[src/rtl/rcst_pkg.sv]
// Package for the range clear / range sum tree: widths, codes, controller types.
package rcst_pkg;

    localparam int POS_W = 10;
    localparam int CNT_W = 11;

    typedef enum logic [1:0] {
        REQ_INIT  = 2'd0,
        REQ_CLEAR = 2'd1,
        REQ_SUM   = 2'd2,
        REQ_NONE  = 2'd3
    } t_req;

    // frame progress
    localparam logic [1:0] PH_NEW   = 2'd0;
    localparam logic [1:0] PH_LEFT  = 2'd1;
    localparam logic [1:0] PH_RIGHT = 2'd2;

    typedef enum logic [3:0] {
        S_RCLR,
        S_IDLE,
        S_ICLR,
        S_ENTER,
        S_LOOK,
        S_PUSH_L,
        S_PUSH_R,
        S_UNMARK,
        S_RESUME,
        S_DONE
    } t_state;

    typedef enum logic [2:0] {
        WR_NONE,
        WR_SWEEP,
        WR_ONE,
        WR_ZMARK,
        WR_CH_L,
        WR_CH_R,
        WR_UNMARK,
        WR_COMB
    } t_wr;

    typedef enum logic [2:0] {
        RET_KEEP,
        RET_ZERO,
        RET_ONE,
        RET_CNT,
        RET_ADD
    } t_ret;

    typedef enum logic [1:0] {
        STK_NONE,
        STK_PUSH_L,
        STK_PUSH_R,
        STK_POP
    } t_stk;

    typedef struct packed {
        logic load;
        logic rd;
        t_wr  wr;
        t_ret ret;
        t_stk stk;
        logic out_ld;
    } t_cmd;

    typedef struct packed {
        logic       sweep_last;
        logic       oob;
        logic       leaf;
        logic       disjoint;
        logic       full;
        logic       mark;
        logic       sp_zero;
        logic [1:0] phase;
        t_req       mode;
    } t_stat;

endpackage

[src/rtl/rcst_ctrl.sv]
// Controller: sequences sweeps and the node-by-node tree walk.
module rcst_ctrl (
    input  logic            i_clk,
    input  logic            i_rst_n,
    input  logic            start,
    input  logic [1:0]      i_req_type,
    input  rcst_pkg::t_stat i_stat,
    output rcst_pkg::t_cmd  o_cmd,
    output logic            busy
);
    rcst_pkg::t_state r_state, n_state;
    rcst_pkg::t_state pop_state;

    assign pop_state = i_stat.sp_zero ? rcst_pkg::S_DONE : rcst_pkg::S_RESUME;

    always_ff @(posedge i_clk) begin
        if (!i_rst_n) begin
            r_state <= rcst_pkg::S_RCLR;
        end else begin
            r_state <= n_state;
        end
    end

    always_comb begin
        n_state = r_state;
        o_cmd   = '{load: 1'b0, rd: 1'b0, wr: rcst_pkg::WR_NONE, ret: rcst_pkg::RET_KEEP,
                    stk: rcst_pkg::STK_NONE, out_ld: 1'b0};
        case (r_state)
            rcst_pkg::S_RCLR: begin
                o_cmd.wr = rcst_pkg::WR_SWEEP;
                if (i_stat.sweep_last) n_state = rcst_pkg::S_IDLE;
            end
            rcst_pkg::S_IDLE: begin
                if (start) begin
                    o_cmd.load = 1'b1;
                    case (rcst_pkg::t_req'(i_req_type))
                        rcst_pkg::REQ_INIT:  n_state = rcst_pkg::S_ICLR;
                        rcst_pkg::REQ_CLEAR: n_state = rcst_pkg::S_ENTER;
                        rcst_pkg::REQ_SUM:   n_state = rcst_pkg::S_ENTER;
                        default:             n_state = rcst_pkg::S_DONE;
                    endcase
                end
            end
            rcst_pkg::S_ICLR: begin
                o_cmd.wr = rcst_pkg::WR_SWEEP;
                if (i_stat.sweep_last) n_state = rcst_pkg::S_ENTER;
            end
            rcst_pkg::S_ENTER: begin
                if (i_stat.oob) begin
                    o_cmd.ret = rcst_pkg::RET_ZERO;
                    o_cmd.stk = rcst_pkg::STK_POP;
                    n_state   = pop_state;
                end else begin
                    o_cmd.rd = 1'b1;
                    n_state  = rcst_pkg::S_LOOK;
                end
            end
            rcst_pkg::S_LOOK: begin
                case (i_stat.mode)
                    rcst_pkg::REQ_INIT: begin
                        if (i_stat.leaf) begin
                            o_cmd.wr  = rcst_pkg::WR_ONE;
                            o_cmd.ret = rcst_pkg::RET_ONE;
                            o_cmd.stk = rcst_pkg::STK_POP;
                            n_state   = pop_state;
                        end else begin
                            o_cmd.stk = rcst_pkg::STK_PUSH_L;
                            n_state   = rcst_pkg::S_ENTER;
                        end
                    end
                    rcst_pkg::REQ_CLEAR, rcst_pkg::REQ_SUM: begin
                        if (i_stat.disjoint) begin
                            o_cmd.ret = (i_stat.mode == rcst_pkg::REQ_SUM) ?
                                        rcst_pkg::RET_ZERO : rcst_pkg::RET_CNT;
                            o_cmd.stk = rcst_pkg::STK_POP;
                            n_state   = pop_state;
                        end else if (i_stat.full) begin
                            if (i_stat.mode == rcst_pkg::REQ_SUM) begin
                                o_cmd.ret = rcst_pkg::RET_CNT;
                            end else begin
                                o_cmd.wr  = rcst_pkg::WR_ZMARK;
                                o_cmd.ret = rcst_pkg::RET_ZERO;
                            end
                            o_cmd.stk = rcst_pkg::STK_POP;
                            n_state   = pop_state;
                        end else if (i_stat.mark) begin
                            n_state = rcst_pkg::S_PUSH_L;
                        end else begin
                            o_cmd.stk = rcst_pkg::STK_PUSH_L;
                            n_state   = rcst_pkg::S_ENTER;
                        end
                    end
                    default: begin
                        o_cmd.stk = rcst_pkg::STK_POP;
                        n_state   = pop_state;
                    end
                endcase
            end
            // lazy mark moves to both children, then the node drops its own
            rcst_pkg::S_PUSH_L: begin
                o_cmd.wr = rcst_pkg::WR_CH_L;
                n_state  = rcst_pkg::S_PUSH_R;
            end
            rcst_pkg::S_PUSH_R: begin
                o_cmd.wr = rcst_pkg::WR_CH_R;
                n_state  = rcst_pkg::S_UNMARK;
            end
            rcst_pkg::S_UNMARK: begin
                o_cmd.wr  = rcst_pkg::WR_UNMARK;
                o_cmd.stk = rcst_pkg::STK_PUSH_L;
                n_state   = rcst_pkg::S_ENTER;
            end
            rcst_pkg::S_RESUME: begin
                if (i_stat.phase == rcst_pkg::PH_LEFT) begin
                    o_cmd.stk = rcst_pkg::STK_PUSH_R;
                    n_state   = rcst_pkg::S_ENTER;
                end else begin
                    o_cmd.ret = rcst_pkg::RET_ADD;
                    if (i_stat.mode != rcst_pkg::REQ_SUM) o_cmd.wr = rcst_pkg::WR_COMB;
                    o_cmd.stk = rcst_pkg::STK_POP;
                    n_state   = pop_state;
                end
            end
            rcst_pkg::S_DONE: begin
                o_cmd.out_ld = 1'b1;
                n_state      = rcst_pkg::S_IDLE;
            end
            default: n_state = rcst_pkg::S_IDLE;
        endcase
    end

    assign busy = (r_state != rcst_pkg::S_IDLE);

endmodule

[config.mk]
export PLATFORM = sky130hd
export DESIGN_NAME = rcst_ctrl
export DESIGN_NICKNAME = d
export VERILOG_FILES = /design/src/rtl/rcst_pkg.sv /design/src/rtl/rcst_ctrl.sv
export SDC_FILE = /design/constraint.sdc
export NUM_CORES = 1
export LEC_CHECK = 0
export BUFFER_PORTS_ARGS = -buffer_cell sky130_fd_sc_hd__buf_2
export CAP_MARGIN = 20
export CORE_MARGIN = 8
export CORE_UTILIZATION = 45
export CTS_CLUSTER_DIAMETER = 200
export DETAILED_ROUTE_END_ITERATION = 8
export HOLD_SLACK_MARGIN = 0.02
export MAX_ROUTING_LAYER = met4
export PLACE_DENSITY = 0.75
export SYNTH_ARGS = -nofsm -noshare
export SYNTH_HDL_FRONTEND = slang
export SYNTH_SLANG_ARGS = --single-unit
[constraint.sdc]
create_clock -name i_clk -period 2.1 [get_ports i_clk]
set_input_delay 0.105 -clock i_clk [delete_from_list [all_inputs] [get_ports i_clk]]
set_output_delay 0.105 -clock i_clk [all_outputs]
set_load 0.03 [all_outputs]
==> results.tsv <==
stage	metric	value	unit
outcome	status	finished clean	
setup_path	cp.depth	5	
route	firstDrtPassIters	4	
setup_path	slowest_delay	0.59	ns
grt	grt_pass1_vias	787	
pwr	p_leak	0.451	nW
synthesis	seq_area_frac_synth	11.7	%
pwr	ir_drop	0.237	mV
layout	num-fill-cells	148	
clock_network	cts.clk_slew.worst_paths	0.04	ns
floorplan	rows	14	
timing	finClkSkew	0.00606	ns
grt	grt_max_degree	12	
setup_path	path_buf_inv	1	
route	final_antenna_net_count	0	
layout	largest_reg_flops	4	
hold_path	worst_hold_path.endpoint	r_state[1]$_SDFFE_PN0P_	
pwr	power.total	0.000319	W
layout	stdcell_count	143	
synthesis	yosysWarnings	0	
setup_path	startpoint_type	flip-flop	
grt	busiest_layer	met2	
layout	final_nets	149	
setup_path	cp_cell_sequence	or4b_4 > nand4bb_1 > a21o_1 > o311ai_1 > buf_4	
clock_network	cts.sinks	4	
flow_run	maxCapViolCount	0	
route	drtIter0Drc	23	
timing	drv_slew	0	
floorplan	io_pins	28	
clock_network	numCtsBuffers	3	
synthesis	synth_edf_count	0	
floorplan	die_w	55.0	µm
timing	hold_viol	0	
timing	maxSlewHeadroom	66.8	%
setup_path	cp_top_family	simple AND/OR/NAND/NOR gates	
synthesis	syn_nets	115	
timing	fin_crit	1.98	ns
timing	finalSetupTns	0	ns
setup_path	r2r-start	r_state[1]$_SDFFE_PN0P_	
synthesis	synth_area_leaders	dfxtp_1 12%, ha_1 7.3%, o21ai_0 5.1%, nor2_1 4.9%, nor2b_1 4.6%	
setup_path	reg2reg_to	r_state[0]$_SDFFE_PN0P_	
layout	drive_above_1_share	37.8	%
route	routed_wl	2080	µm
setup_path	slowest_stage	or4b_4	
grt	global_route.usage.met3	0.802	%
hold_path	hold_class	in -> reg	
synthesis	synth.avg_cell_area	7.22	µm²
synthesis	yosysUniqueCellTypes	45	
clock_network	cts_setup_buffers	0	
setup_path	worstPathArrival	1.88	ns
layout	area_delta_synth_final	32.1	%
floorplan	die-height	55.0	µm
synthesis	ys.flop_type	dfxtp_1	
clock_network	ctsHoldBuffers	0	
layout	finish.utilization	61.6	%
grt	antenna_found_initial	0	
grt	track_usage	14.5	%
setup_path	worstSetupPathType	reg -> out	
synthesis	netlist_area	686	µm²
setup_path	rr_worst_depth	5	
setup_path	rrSetupSlack	0.43	ns
grt	use_met1	17.3	%
synthesis	synth_cells	95	
clock_network	h-tree-depth	1	
layout	top_register	r_state	
setup_path	critPathCaptureType	output pin	
timing	grt_setup_unrepaired	no	
synthesis	yosysTopAreaCell	dfxtp_1	
synthesis	async_flop_share	0	%
grt	grt-ovfl-total	0	
synthesis	ys_ff_latch	4	
placement	gp_congestion	0.848	
layout	antennaDiodeCount	0	
setup_path	crit_fanout	5	
layout	reg_top3	r_state: 4 flops	
route	avgViaCountPerCell	5.83	
hold_path	holdPathStages	2	
clock_network	cts_root_buffer	clkbuf_4	
placement	preCtsSetupSlack	0.226	ns
hold_path	hold_start	i_rst_n	
clock_network	cts_tree	done	
placement	hpwl	1650	µm
route	wl_per_cell	14.5	µm
pwr	pwr_density_cell	352	mW/mm²
timing	setup_slack	0.119	ns
floorplan	coreArea	0.00147	mm²
setup_path	critPathRequiredTime	2.00	ns
timing	setup_viol	0	
timing	worstMarginPinSlew	0.491	ns
grt	use_met2	24.5	%
timing	max_clock_freq	505	MHz
placement	portBuffers	27	
route	vias	834	
timing	min_period_over_period	94.3	%
clock_network	clk_path_buf_depth	2	
synthesis	synth_top_area_share	11.7	%
grt	grt_pass1_wl	3270	µm
floorplan	die_area	0.00303	mm²
placement	numPlacedInstances	140	
floorplan	start_util	46.6	%
route	drcViolationCount	0	
clock_network	clk_latency	0.24	ns
==> area by class of cell <==
| cell class | count | area, µm² | share of cell area [%] |
|---|---|---|---|
| clock buffer | 3 | 22.5 | 2.49 |
| inverter | 5 | 18.8 | 2.07 |
| multi-input combinational | 80 | 563 | 62.2 |
| sequential | 4 | 81.3 | 8.98 |
| tap | 16 | 20.0 | 2.21 |
| timing repair buffer | 35 | 200 | 22.1 |
==> through the flow <==
| step | instance area (µm²) | hold slack, ns |
|---|---|---|
| after floorplan | 686 | 0.234 |
| after global placement | 870 | 0.380 |
| after detailed placement | 870 | 0.375 |
| after CTS | 901 | 0.115 |
| after global routing | 906 | 0.119 |
| final | 906 | 0.130 |
==> cells in the final DEF (no fill, tap or decap), types with 3 or more instances in the layout <==
cell type  count
nand3_1        3
buf_2         25
nand2_1        6
inv_1          5
nor2b_1        5
dfxtp_1        3
buf_4         10
o21ai_0        7
nor2_1         9
a21oi_1        5
ha_1           4
clkbuf_4       3
==> logic make-up (layout without fill, tap and decap cells) <==
logic type / after synthesis / count (layout) / synth area share, %
flops: 4 / 4 / 11.7
xor+xnor: 1 / 1 / 1.28
compound gates: 33 / 33 / 35.9
mux: 2 / 2 / 3.10
fa+ha+maj: 4 / 4 / 7.30
buf+inv: 11 / 43 / 7.30
simple gates: 40 / 40 / 33.4
==> repair_timing <==
action / CTS / global route
endpoints found under the setup margin: 2 / 4
pin swaps: 0 / 0
gates cloned: 0 / 0
resized for setup: 3 / 2
==> routing by layer <==
metal	wire (µm)	share of wire (%)
met1	911	44
met2	981	47
met3	152	7.3
met4	29	1.4
met5	0	0
==> power by group <==
group	internal, W	switching [W]	leakage, nW
Combinational	0.0000574	0.0000778	0.404
Sequential	0.0000796	0.00000418	0.0331
Clock	0.0000642	0.0000355	0.0138
Total	0.000201	0.000117	0.451
==> worst max-delay path by stage <==
stage	end	slack, ns	from
after floorplan	o_cmd[3]	0.04	r_state[3]$_SDFFE_PN0P_
after global placement	o_cmd[7]	0.26	r_state[2]$_SDFFE_PN0P_
after detailed placement	o_cmd[7]	0.23	r_state[2]$_SDFFE_PN0P_
after CTS	o_cmd[7]	0.04	r_state[2]$_SDFFE_PN0P_
after global routing	o_cmd[3]	0.06	r_state[1]$_SDFFE_PN0P_
final	o_cmd[7]	0.12	r_state[1]$_SDFFE_PN0P_
==> cell usage after synthesis (2+ instances only) <==
library cell and n:
o2111ai_1 2, inv_1 5, clkbuf_1 3, o21ai_0 7, nand2b_1 2, nand3b_1 2, a21o_1 2, dfxtp_1 4
a21oi_1 5, nand2_1 6, o31ai_1 2, nor2_1 9, and3_1 2, ha_1 4, nand3_1 3, or2_2 2
a21boi_0 2, o311ai_0 2, nor2b_1 5
==> worst reg2reg max path, cell delays in order (launching register included) <==
cell and delay [ns]:
dfxtp_1 0.33, or4b_4 0.59, buf_4 0.17, a211oi_2 0.16, a2bb2o_4 0.23, a31oi_1 0.11
No activity file was read; power rests on OpenSTA's default activity.
